## config.mk

```make
export PLATFORM = sky130hd
export DESIGN_NAME = steering_position_linearizer_top
export DESIGN_NICKNAME = d
export VERILOG_FILES = /design/src/slpl_pkg.sv /design/src/slpl_ctrl.sv /design/src/slpl_dp.sv /design/src/steering_position_linearizer_top.sv
export SDC_FILE = /design/constraint.sdc
export NUM_CORES = 2
export LEC_CHECK = 0
export BUFFER_PORTS_ARGS = -buffer_cell sky130_fd_sc_hd__buf_2
export CORE_MARGIN = 1.5
export CORE_UTILIZATION = 60
export CTS_BUF_LIST = sky130_fd_sc_hd__clkbuf_4 sky130_fd_sc_hd__clkbuf_8
export DETAILED_ROUTE_END_ITERATION = 16
export PLACE_DENSITY = 0.77
export SLEW_MARGIN = 10
export SYNTH_ARGS = -nofsm -noshare
export SYNTH_HDL_FRONTEND = slang
export SYNTH_SLANG_ARGS = --single-unit
```

## constraint.sdc

```tcl
create_clock -name clock -period 8.1 [get_ports clock]
set_clock_uncertainty 0.05 [all_clocks]
set_input_delay 0.81 -clock clock [delete_from_list [all_inputs] [get_ports clock]]
set_output_delay 0.81 -clock clock [all_outputs]
set_load 0.03 [all_outputs]
```

## src/slpl_pkg.sv

```systemverilog
// Shared constants, codes and types of the steering position linearizer.
package slpl_pkg;

   localparam int WINDOW       = 10;
   localparam int PTR_W        = $clog2(WINDOW);
   localparam int ADC_W        = 12;
   localparam int OUT_W        = 16;
   localparam int SUM_W        = ADC_W + $clog2(WINDOW);
   localparam int RECIP_SHIFT  = 20;
   localparam int RECIP        = (1 << RECIP_SHIFT) / WINDOW;
   localparam int AVG_PROD_W   = SUM_W + RECIP_SHIFT;
   localparam int DIFF_W       = ADC_W + 1;
   localparam int SPAN_W       = OUT_W + 2;
   localparam int PROD_W       = DIFF_W + SPAN_W;
   localparam int MAG_W        = 28;
   localparam int CNT_W        = $clog2(MAG_W);
   localparam int VAL_W        = 32;

   localparam int REQ_TDATA_W  = 16;
   localparam int RSP_TDATA_W  = 32;
   localparam int CSR_INDEX_W  = 3;
   localparam int CSR_DATA_W   = 16;

   localparam logic [ADC_W-1:0]        ADC_MAX_COUNT   = '1;
   localparam logic [ADC_W-1:0]        LEFT_CAL_RST    = 12'd4095;
   localparam logic [ADC_W-1:0]        MIDDLE_CAL_RST  = 12'd2047;
   localparam logic [ADC_W-1:0]        RIGHT_CAL_RST   = 12'd0;
   localparam logic signed [OUT_W-1:0] OUT_MIN_RST     = 16'sd0;
   localparam logic signed [OUT_W-1:0] OUT_MID_RST     = 16'sd512;
   localparam logic signed [OUT_W-1:0] OUT_MAX_RST     = 16'sd1023;

   typedef enum logic [CSR_INDEX_W-1:0] {
      CSR_LEFT_CAL   = 3'd0,
      CSR_MIDDLE_CAL = 3'd1,
      CSR_RIGHT_CAL  = 3'd2,
      CSR_OUT_MIN    = 3'd3,
      CSR_OUT_MID    = 3'd4,
      CSR_OUT_MAX    = 3'd5
   } csr_index_type;

   typedef enum logic [3:0] {
      ST_IDLE,
      ST_AVG_MUL,
      ST_AVG_FIX,
      ST_SETUP,
      ST_MAP_MUL,
      ST_DIV_LOAD,
      ST_DIV,
      ST_SUM,
      ST_DONE
   } state_type;

   typedef struct packed {
      logic accept;
      logic avg_mul;
      logic avg_fix;
      logic setup;
      logic map_mul;
      logic div_load;
      logic div_step;
      logic sum;
      logic out_load;
   } cmd_type;

   typedef struct packed {
      logic out_free;
   } status_type;

endpackage

```

## src/slpl_ctrl.sv

```systemverilog
// Sequencer that steps one sample through the averaging and mapping datapath.
module slpl_ctrl (
   input  logic                 clock,
   input  logic                 reset,
   input  logic                 req_tvalid,
   output logic                 req_tready,
   input  slpl_pkg::status_type status,
   output slpl_pkg::cmd_type    cmd
);

   slpl_pkg::state_type              state_ff, state_in;
   logic [slpl_pkg::CNT_W-1:0]       cnt_ff, cnt_in;

   always_ff @(posedge clock) begin
      if (reset) begin
         state_ff <= slpl_pkg::ST_IDLE;
         cnt_ff   <= '0;
      end else begin
         state_ff <= state_in;
         cnt_ff   <= cnt_in;
      end
   end

   always_comb begin
      state_in   = state_ff;
      cnt_in     = cnt_ff;
      cmd        = '0;
      req_tready = 1'b0;
      unique case (state_ff)
         slpl_pkg::ST_IDLE: begin
            req_tready = 1'b1;
            if (req_tvalid) begin
               cmd.accept = 1'b1;
               state_in   = slpl_pkg::ST_AVG_MUL;
            end
         end
         slpl_pkg::ST_AVG_MUL: begin
            cmd.avg_mul = 1'b1;
            state_in    = slpl_pkg::ST_AVG_FIX;
         end
         slpl_pkg::ST_AVG_FIX: begin
            cmd.avg_fix = 1'b1;
            state_in    = slpl_pkg::ST_SETUP;
         end
         slpl_pkg::ST_SETUP: begin
            cmd.setup = 1'b1;
            state_in  = slpl_pkg::ST_MAP_MUL;
         end
         slpl_pkg::ST_MAP_MUL: begin
            cmd.map_mul = 1'b1;
            state_in    = slpl_pkg::ST_DIV_LOAD;
         end
         slpl_pkg::ST_DIV_LOAD: begin
            cmd.div_load = 1'b1;
            cnt_in       = '0;
            state_in     = slpl_pkg::ST_DIV;
         end
         slpl_pkg::ST_DIV: begin
            cmd.div_step = 1'b1;
            cnt_in       = cnt_ff + 1'b1;
            if (cnt_ff == slpl_pkg::CNT_W'(slpl_pkg::MAG_W - 1)) begin
               state_in = slpl_pkg::ST_SUM;
            end
         end
         slpl_pkg::ST_SUM: begin
            cmd.sum  = 1'b1;
            state_in = slpl_pkg::ST_DONE;
         end
         slpl_pkg::ST_DONE: begin
            if (status.out_free) begin
               cmd.out_load = 1'b1;
               state_in     = slpl_pkg::ST_IDLE;
            end
         end
         default: begin
            state_in = slpl_pkg::ST_IDLE;
         end
      endcase
   end

endmodule

```

## src/slpl_dp.sv

```systemverilog
// Datapath: sample ring, running sum, average, calibration map, divider, output register.
module slpl_dp (
   input  logic                                clock,
   input  logic                                reset,
   input  logic [slpl_pkg::REQ_TDATA_W-1:0]    req_tdata,
   output logic                                rsp_tvalid,
   input  logic                                rsp_tready,
   output logic [slpl_pkg::RSP_TDATA_W-1:0]    rsp_tdata,
   input  logic                                csr_we,
   input  logic [slpl_pkg::CSR_INDEX_W-1:0]    csr_index,
   input  logic [slpl_pkg::CSR_DATA_W-1:0]     csr_wdata,
   input  slpl_pkg::cmd_type                   cmd,
   output slpl_pkg::status_type                status
);

   localparam int ADC_W  = slpl_pkg::ADC_W;
   localparam int OUT_W  = slpl_pkg::OUT_W;
   localparam int SUM_W  = slpl_pkg::SUM_W;
   localparam int PTR_W  = slpl_pkg::PTR_W;
   localparam int DIFF_W = slpl_pkg::DIFF_W;
   localparam int SPAN_W = slpl_pkg::SPAN_W;
   localparam int PROD_W = slpl_pkg::PROD_W;
   localparam int MAG_W  = slpl_pkg::MAG_W;
   localparam int VAL_W  = slpl_pkg::VAL_W;

   // configuration
   logic [ADC_W-1:0]        left_ff, middle_ff, right_ff;
   logic signed [OUT_W-1:0] out_min_ff, out_mid_ff, out_max_ff;

   always_ff @(posedge clock) begin
      if (reset) begin
         left_ff    <= slpl_pkg::LEFT_CAL_RST;
         middle_ff  <= slpl_pkg::MIDDLE_CAL_RST;
         right_ff   <= slpl_pkg::RIGHT_CAL_RST;
         out_min_ff <= slpl_pkg::OUT_MIN_RST;
         out_mid_ff <= slpl_pkg::OUT_MID_RST;
         out_max_ff <= slpl_pkg::OUT_MAX_RST;
      end else if (csr_we) begin
         unique case (csr_index)
            slpl_pkg::CSR_LEFT_CAL:   left_ff    <= csr_wdata[ADC_W-1:0];
            slpl_pkg::CSR_MIDDLE_CAL: middle_ff  <= csr_wdata[ADC_W-1:0];
            slpl_pkg::CSR_RIGHT_CAL:  right_ff   <= csr_wdata[ADC_W-1:0];
            slpl_pkg::CSR_OUT_MIN:    out_min_ff <= $signed(csr_wdata[OUT_W-1:0]);
            slpl_pkg::CSR_OUT_MID:    out_mid_ff <= $signed(csr_wdata[OUT_W-1:0]);
            slpl_pkg::CSR_OUT_MAX:    out_max_ff <= $signed(csr_wdata[OUT_W-1:0]);
            default: ;
         endcase
      end
   end

   // sample ring and running sum
   logic [ADC_W-1:0] ring_ff [slpl_pkg::WINDOW];
   logic [PTR_W-1:0] ptr_ff, ptr_in;
   logic [SUM_W-1:0] sum_ff, sum_in;
   logic [ADC_W-1:0] sample;

   assign sample = req_tdata[ADC_W-1:0];
   assign ptr_in = (ptr_ff == PTR_W'(slpl_pkg::WINDOW - 1)) ? '0 : ptr_ff + 1'b1;
   assign sum_in = sum_ff - SUM_W'(ring_ff[ptr_in]) + SUM_W'(sample);

   always_ff @(posedge clock) begin
      if (reset) begin
         for (int i = 0; i < slpl_pkg::WINDOW; i++) begin
            ring_ff[i] <= '0;
         end
         ptr_ff <= '0;
         sum_ff <= '0;
      end else if (cmd.accept) begin
         ring_ff[ptr_in] <= sample;
         ptr_ff          <= ptr_in;
         sum_ff          <= sum_in;
      end
   end

   // average: reciprocal multiply, then one correction step and clamp
   logic [slpl_pkg::AVG_PROD_W-1:0] avg_prod_ff;
   logic [SUM_W-1:0]                q_est, q_times_w, q_rem, q_fix;
   logic [ADC_W-1:0]                avg_ff, avg_in;

   assign q_est     = avg_prod_ff[slpl_pkg::AVG_PROD_W-1:slpl_pkg::RECIP_SHIFT];
   assign q_times_w = SUM_W'(q_est * SUM_W'(slpl_pkg::WINDOW));
   assign q_rem     = sum_ff - q_times_w;
   assign q_fix     = (q_rem >= SUM_W'(slpl_pkg::WINDOW)) ? q_est + 1'b1 : q_est;
   assign avg_in    = (q_fix > SUM_W'(slpl_pkg::ADC_MAX_COUNT)) ?
                      slpl_pkg::ADC_MAX_COUNT : q_fix[ADC_W-1:0];

   always_ff @(posedge clock) begin
      if (cmd.avg_mul) begin
         avg_prod_ff <= slpl_pkg::AVG_PROD_W'(sum_ff) *
                        slpl_pkg::AVG_PROD_W'(slpl_pkg::RECIP);
      end
      if (cmd.avg_fix) begin
         avg_ff <= avg_in;
      end
   end

   // segment selection
   logic                     asc, desc, left_side;
   logic [ADC_W-1:0]         f_lo, f_hi;
   logic signed [SPAN_W-1:0] t_lo_x, t_hi_x;
   logic signed [OUT_W-1:0]  t_lo;
   logic signed [DIFF_W-1:0] diff_ff, den_ff;
   logic signed [SPAN_W-1:0] span_ff;
   logic signed [OUT_W-1:0]  tlo_ff;
   logic                     mapped_ff;

   assign asc       = (left_ff < middle_ff) && (middle_ff < right_ff);
   assign desc      = (left_ff > middle_ff) && (middle_ff > right_ff);
   assign left_side = asc ? (avg_ff < middle_ff) : (avg_ff > middle_ff);

   always_comb begin
      if (left_side) begin
         f_lo   = left_ff;
         f_hi   = middle_ff;
         t_lo   = out_min_ff;
         t_hi_x = SPAN_W'(out_mid_ff) - 18'sd1;
      end else begin
         f_lo   = middle_ff;
         f_hi   = right_ff;
         t_lo   = out_mid_ff;
         t_hi_x = SPAN_W'(out_max_ff);
      end
      t_lo_x = SPAN_W'(t_lo);
   end

   always_ff @(posedge clock) begin
      if (cmd.setup) begin
         diff_ff   <= $signed({1'b0, avg_ff}) - $signed({1'b0, f_lo});
         den_ff    <= $signed({1'b0, f_hi}) - $signed({1'b0, f_lo});
         span_ff   <= t_hi_x - t_lo_x;
         tlo_ff    <= t_lo;
         mapped_ff <= asc || desc;
      end
   end

   // product and restoring divider on magnitudes
   logic signed [PROD_W-1:0] prod_ff, prod_neg;
   logic [PROD_W-1:0]        prod_mag;
   logic signed [DIFF_W-1:0] den_neg;
   logic [DIFF_W-1:0]        den_mag;
   logic                     neg_ff;
   logic [ADC_W-1:0]         divisor_ff, rem_ff, rem_in;
   logic [MAG_W-1:0]         quo_ff;
   logic [ADC_W:0]           trial, trial_sub;
   logic                     trial_ge;

   assign prod_neg  = -prod_ff;
   assign prod_mag  = prod_ff[PROD_W-1] ? prod_neg : prod_ff;
   assign den_neg   = -den_ff;
   assign den_mag   = den_ff[DIFF_W-1] ? den_neg : den_ff;
   assign trial     = {rem_ff, quo_ff[MAG_W-1]};
   assign trial_ge  = trial >= {1'b0, divisor_ff};
   assign trial_sub = trial - {1'b0, divisor_ff};
   assign rem_in    = trial_ge ? trial_sub[ADC_W-1:0] : trial[ADC_W-1:0];

   always_ff @(posedge clock) begin
      if (cmd.map_mul) begin
         prod_ff <= PROD_W'(diff_ff) * PROD_W'(span_ff);
      end
      if (cmd.div_load) begin
         neg_ff     <= prod_ff[PROD_W-1] ^ den_ff[DIFF_W-1];
         quo_ff     <= prod_mag[MAG_W-1:0];
         divisor_ff <= den_mag[ADC_W-1:0];
         rem_ff     <= '0;
      end else if (cmd.div_step) begin
         quo_ff <= {quo_ff[MAG_W-2:0], trial_ge};
         rem_ff <= rem_in;
      end
   end

   // offset, clamp and output register
   logic signed [VAL_W-1:0] quo_x, quo_s, val_ff, val_in, min_x, max_x;
   logic signed [OUT_W-1:0] pos;
   logic                    rsp_valid_ff, rsp_valid_in;
   logic [ADC_W-1:0]        rsp_avg_ff;
   logic signed [OUT_W-1:0] rsp_pos_ff;

   assign quo_x  = $signed(VAL_W'(quo_ff));
   assign quo_s  = neg_ff ? -quo_x : quo_x;
   assign val_in = mapped_ff ? quo_s + VAL_W'(tlo_ff) : $signed(VAL_W'(avg_ff));
   assign min_x  = VAL_W'(out_min_ff);
   assign max_x  = VAL_W'(out_max_ff);
   assign pos    = (val_ff < min_x) ? out_min_ff :
                   (val_ff > max_x) ? out_max_ff : val_ff[OUT_W-1:0];

   assign status.out_free = !rsp_valid_ff || rsp_tready;
   assign rsp_valid_in    = cmd.out_load ? 1'b1 : (rsp_tready ? 1'b0 : rsp_valid_ff);

   always_ff @(posedge clock) begin
      if (cmd.sum) begin
         val_ff <= val_in;
      end
      if (cmd.out_load) begin
         rsp_avg_ff <= avg_ff;
         rsp_pos_ff <= pos;
      end
   end

   always_ff @(posedge clock) begin
      if (reset) begin
         rsp_valid_ff <= 1'b0;
      end else begin
         rsp_valid_ff <= rsp_valid_in;
      end
   end

   assign rsp_tvalid = rsp_valid_ff;
   assign rsp_tdata  = {(slpl_pkg::RSP_TDATA_W - ADC_W - OUT_W)'(0), rsp_pos_ff, rsp_avg_ff};

endmodule

```

## src/steering_position_linearizer_top.sv

```systemverilog
// Top level of the steering position linearizer: controller plus datapath.
//
//  channel  dir  handshake              payload
//  req_     in   req_tvalid/req_tready  req_tdata[11:0]  sample
//  rsp_     out  rsp_tvalid/rsp_tready  rsp_tdata[11:0]  averaged, [27:12] position
//  csr_     in   csr_we                 csr_index, csr_wdata
//
// One sample is worked on at a time: the block takes no new sample until the result
// of the last has entered the output register. The 28-step restoring divider of the
// calibration map does most of the work on each sample.
// Synchronous reset clears the sample ring, running sum and pointer and loads the
// default calibration. A stalled result holds in the output register while the
// next sample is taken and worked on; that sample then waits until the slot is free.
module steering_position_linearizer_top (
   input  logic                                clock,
   input  logic                                reset,
   input  logic                                req_tvalid,
   output logic                                req_tready,
   input  logic [slpl_pkg::REQ_TDATA_W-1:0]    req_tdata,  // [11:0] sample
   output logic                                rsp_tvalid,
   input  logic                                rsp_tready,
   output logic [slpl_pkg::RSP_TDATA_W-1:0]    rsp_tdata,  // [11:0] averaged, [27:12] position
   input  logic                                csr_we,
   input  logic [slpl_pkg::CSR_INDEX_W-1:0]    csr_index,
   input  logic [slpl_pkg::CSR_DATA_W-1:0]     csr_wdata
);

   slpl_pkg::cmd_type    cmd;
   slpl_pkg::status_type status;

   slpl_ctrl u_ctrl (
      .clock      (clock),
      .reset      (reset),
      .req_tvalid (req_tvalid),
      .req_tready (req_tready),
      .status     (status),
      .cmd        (cmd)
   );

   slpl_dp u_dp (
      .clock      (clock),
      .reset      (reset),
      .req_tdata  (req_tdata),
      .rsp_tvalid (rsp_tvalid),
      .rsp_tready (rsp_tready),
      .rsp_tdata  (rsp_tdata),
      .csr_we     (csr_we),
      .csr_index  (csr_index),
      .csr_wdata  (csr_wdata),
      .cmd        (cmd),
      .status     (status)
   );

   a_busy_after_transfer: assert property (@(posedge clock) disable iff (reset)
      (req_tvalid && req_tready) |=> !req_tready)
      else $error("input taken while a sample is in progress");

   a_no_overwrite: assert property (@(posedge clock) disable iff (reset)
      cmd.out_load |-> status.out_free)
      else $error("output register loaded while a result is pending");

   a_one_command: assert property (@(posedge clock) disable iff (reset)
      $onehot0(cmd))
      else $error("more than one datapath command at once");

   a_load_shows: assert property (@(posedge clock) disable iff (reset)
      cmd.out_load |=> rsp_tvalid)
      else $error("loaded result not presented");

endmodule
```

* Word level (Yosys, flattened, before mapping)
Memories as Yosys holds them, arrays and structs flattened. Cells that the tools add are included.
Storage, ports and cells: flip-flop bits (word level) 364, bits in writable memories 120, output and inout port bits 34, memories kept 1
Operators by class: add/subtract/negate cells 15, multiply operators 3, magnitude comparators 11, equal/unequal tests 18, multiplexer cells 43, bitwise gates (word level) 1, reductions and logical operators 18
Memory list:
- u_dp.ring_ff | depth 10, bits a word 12, rd ports 1, clocked after memory_dff 0, wr ports 10, line slpl_dp.sv:52 | logic [ADC_W-1:0] ring_ff [slpl_pkg::WINDOW];
Operators with widths (count):
- $mux W28 | 3
- $mux W12 | 6
- $mux W16 | 4
- $gt A12 B12 Y1 | 3
- $lt A12 B12 Y1 | 3
- $pmux W4 S9 | 1
- $mul A16 B17 Y33 const B | 1
- $add A32 B16 Y32 | 1
- $gt A32 B16 Y1 | 1
- $lt A32 B16 Y1 | 1
- $mux W32 | 1
- $neg A28 Y32 | 1
- $mul A13 B18 Y31 | 1
- $neg A28 Y28 | 1
- $sub A12 B12 Y13 | 2
- $mux W1 | 21
- $mux W4 | 5
- $mux W18 | 1
- $sub A18 B16 Y18 | 1
- $sub A16 B2 Y17 const B | 1
- $add A16 B12 Y16 | 1
- $eq A4 B3 Y1 const B | 4
- $ge A16 B4 Y1 const B | 1
- $gt A16 B12 Y1 const B | 1
- 29 further kinds | 43

* Longest topological paths before layout
depth after elaboration 7, gate-level depth with buffers 27

* By module
A second synthesis with hierarchy kept.
Unflattened totals: cell total of the unflattened synthesis 4320, area total of the unflattened synthesis 43276.5 um2
By module, submodules not included:
- slpl_dp | instances 1, cells an instance 4258, area each 42764.8 um2, sequential area each 14594.0 um2
- slpl_ctrl | instances 1, cells an instance 62, area each 511.7 um2, sequential area each 180.2 um2

* Worst setup path before layout
OpenSTA, ideal clock, no wires.
path type register -> register, start point reg u_dp.diff_ff[6], end point reg u_dp.prod_ff[27] (data pin), arrival 6.098 ns, required time 7.792 ns, slack 1.695 ns, stages on the path, launching flop included 20, buffers on the path 2, path through edfxtp_1 -> clkbuf_1 -> clkbuf_1 -> nand2_1 -> fa_1 -> inv_1 -> fa_1 -> fa_1 -> fa_1 -> fa_1 -> fa_1 -> ha_1 -> or4_1 -> o21ai_1 -> o311ai_1 -> a31o_1 -> or4_1 -> a31o_1 -> a21oi_1 -> xnor2_1
On the way: cells in the longest elaborated chain, start to end 1
Ends and longest elaborated chain:
- start: declaration | line slpl_dp.sv:102 | logic signed [DIFF_W-1:0] diff_ff, den_ff;
- start signal: assignment | line slpl_dp.sv:128 | diff_ff <= $signed({1'b0, avg_ff}) - $signed({1'b0, f_lo});
- $mul A13 B18 Y31 | line slpl_dp.sv:158 | prod_ff <= PROD_W'(diff_ff) * PROD_W'(span_ff);
- end signal: assignment | line slpl_dp.sv:158
- end: declaration | line slpl_dp.sv:137 | logic signed [PROD_W-1:0] prod_ff, prod_neg;
Every way passes these cells. A chain may end at the register's enable or synchronous reset.

* Worst setup path after layout
start point reg u_dp.diff_ff[8], end point reg u_dp.prod_ff[27] (data pin)
Same word-level chain as after synthesis.

==> out/qor.txt <==
status - completed
area of the multi-input gates - 0.0254 mm^2
Port Buffers - 65
Post CTS Setup Buffer Count - 0
Max clock buf depth - 3
pre-CTS worst setup slack - 1.13 ns
CP Cell Sequence - and2_1 > fa_1 > inv_1 > fa_1 > inv_1 > fa_1 > fa_1 > fa_1 > fa_1 > ha_1 > or4_1 > o21ai_1 > o311ai_1 > a31o_1 > or4_1 > a31o_1 > a21oi_1 > xnor2_1
die span in x - 270 um
worst stage delay on the critical path - 0.74 ns
Die Ht - 270 um
crit path from - u_dp.diff_ff[8]
WP buf/inv - 2
DR WL/cell - 19.8 um
ANT nets after route - 0
post-synthesis sequential area ratio - 34.6%
nature of the critical path endpoint - flop
Seq. cell area - 0.0148 mm^2
mapped cell area - 0.0427 mm^2
most used cell, CP - fa_1
Detailed Route Iter0 Violations - 2410
Vias - 30800
worst-path cell with the longest stage delay - edfxtp_1
clock power share - 16.5%
DP Cell Count - 5070
global-route wire length before repair - 165 mm
Post-synth ARST share - 0%
Max Fclk - 142 MHz
io pins - 74
R2R Setup Slk - 1.04 ns
Mapped Cells - 4164
Seq pwr share - 23.9%
Detailed Routing Iterations Pass 1 - 6
ys flop type - edfxtp_1
Worst Path Max Fanout - 18
family with the most delay on the worst path - adder cells
Yosys top cell area share - 28.7%
worst hold path startpoint - csr_wdata[15]
CTS buffer count - 90
HP Class - input port to flop
Netlist cell types - 79
slew margin rel. - 28.1%
H-tree depth - 3
final hold vios - 0
Final GP Congestion - 0.926
max-cap violation count - 0
Logic pwr share - 59.6%
cts hold-fix bufs - 0
EDFF count, synth - 408
Setup crit start kind - flop
Overall Power - 0.0152 W
GRT overflow - 0
placed inst area - 0.0440 mm^2
final worst-path cycle share - 87.2%
critical path class - flop to flop
Switching Share - 43.1%
fin. max-slew vios - 0
syn avg cell area - 10.2 um^2
CP required - 8.50 ns
setup violators final - 0
Max IR drop VDD - 0.453 mV
dpl hpwl - 78.3 mm
cell taking the most area after synthesis - edfxtp_1
leading post-synthesis cells by cell area - edfxtp_1, fa_1, ha_1
Synth warnings - 0
Num Clock Sinks - 534
worst setup margin - 1.04 ns
Layout Nets - 4990
Tightest Pin Transition - 1.08 ns
DR DRC count - 0
P_int - 0.00867 W
number of global-route vias before repair - 31100
initial antenna violation count - 5
CTS Root Cell - clkbuf_8
Design Area, Final - 0.0459 mm^2
Worst-Skew Late Latency - 0.74 ns
Commonest cells post-synth - inv_1, nand2_1, ha_1
Worst EP arrival - 7.47 ns
Period minus WS final - 7.06 ns
die area - 0.0727 mm^2
Seq cells post-synth - 534
core area - 0.0701 mm^2
post-route insts no fill - 5238
initial core utilization - 60.8%
routed wire length - 104 mm
pwr/cell area - 332 mW/mm^2
worst r2r src - u_dp.diff_ff[8]
Post-CTS Resized - 0
fill cell count - 5604
most frequent cell after synthesis - inv_1
CTS tree - done
Site Rows - 97
DR vias/cell - 5.88
static leakage - 20.2 nW
setup_tns - 0 ns
switching power - 0.00658 W
largest net degree at the start of global routing - 85
layout cells sized above 1 - 8.52%
GRT Total Usage - 28.9%
area grow syn2layout - 7.48%
RSZ-0062 raised after global routing - false
CTS clk-pin slew, worst paths - 0.06 ns
through the flow:
step	hold WS [ns]	util [%]
final	0.291	65.4
after global routing	0.292	65.4
after CTS	0.251	65.4
after detailed placement	0.398	62.7
after global placement	0.394	62.7
after floorplan	0.376	-
kinds of logic (layout without fill, tap and decap cells):
kind of cell	count (synthesis)	after routing	share of synthesized area (%)
simple gates	1178	1178	12.8
compound gates	635	635	9.28
mux	186	186	6.20
other cells	1	18	0.00879
flops	534	534	34.6
buf+inv	693	810	6.14
fa+ha+maj	728	728	26.6
xor+xnor	209	209	4.31
cells in the final DEF, fill, tap and decap left out, drive strengths merged, types with 60 or more instances in the layout:
| cell type | Yosys | routed |
|---|---|---|
| ha | 428 | 428 |
| dfxtp | 126 | 126 |
| nor2 | 279 | 279 |
| inv | 547 | 553 |
| mux4 | 60 | 60 |
| nand2 | 466 | 466 |
| fa | 300 | 300 |
| a21oi | 183 | 183 |
| edfxtp | 408 | 408 |
| mux2i | 100 | 100 |
| xor2 | 74 | 74 |
| a21o | 71 | 71 |
| xnor2 | 135 | 135 |
| buf | 17 | 96 |
| clkbuf | 128 | 124 |
| o21ai | 168 | 168 |
| and2 | 110 | 110 |
per-layer routing:
layer / GRT usage [%] / up-vias / wire length, um
met3: 5.41 / 250 / 7950
met5: 0 / - / 44
met2: 47.5 / 1108 / 49200
met1: 37.9 / 15100 / 42300
li1: - / 14400 / -
met4: 11.4 / 6 / 4050
registers in the layout, indices dropped and copies added (netlist names), 13 cells and up:
register and cells:
u_dp.ring_ff 192, u_dp.val_ff 32, u_dp.prod_ff 29, u_dp.quo_ff 28, u_dp.span_ff 18, u_dp.out_max_ff 16, u_dp.out_mid_ff 16, u_dp.out_min_ff 16
u_dp.rsp_pos_ff 16, u_dp.sum_ff 16, u_dp.tlo_ff 16, u_dp.avg_prod_ff 13, u_dp.den_ff 13, u_dp.diff_ff 13
worst min-delay path, cell delays in order:
cell     delay [ns]
buf_2          0.12
nand2_1        0.05
a21oi_1        0.05
layout make-up:
type                       count  area share (%)
timing repair buffer          96            1.22
tap                          940            2.57
clock buffer                 124            3.34
clock inverter                42           0.726
multi-input combinational   2952            55.4
inverter                     548            4.49
antenna                        2          0.0109
sequential                   534            32.2
power by group through the flow:
stage	Combinational, W	Sequential, W	Clock (W)
after floorplan	0.00716	0.00356	0
after global placement	0.00877	0.00369	0
after detailed placement	0.00903	0.00369	0
after CTS	0.00915	0.00364	0.00255
after global routing	0.0105	0.00366	0.00266
final	0.00908	0.00364	0.00252
worst paths after layout:
check,to,depth (start not counted)
setup / recovery,u_dp.prod_ff[27],18
hold / removal,u_dp.out_min_ff[15],3
setup reg to reg,u_dp.prod_ff[27],18
hold reg to reg,u_dp.right_ff[4],2
Note: power is estimated with default switching activity, not from simulation.
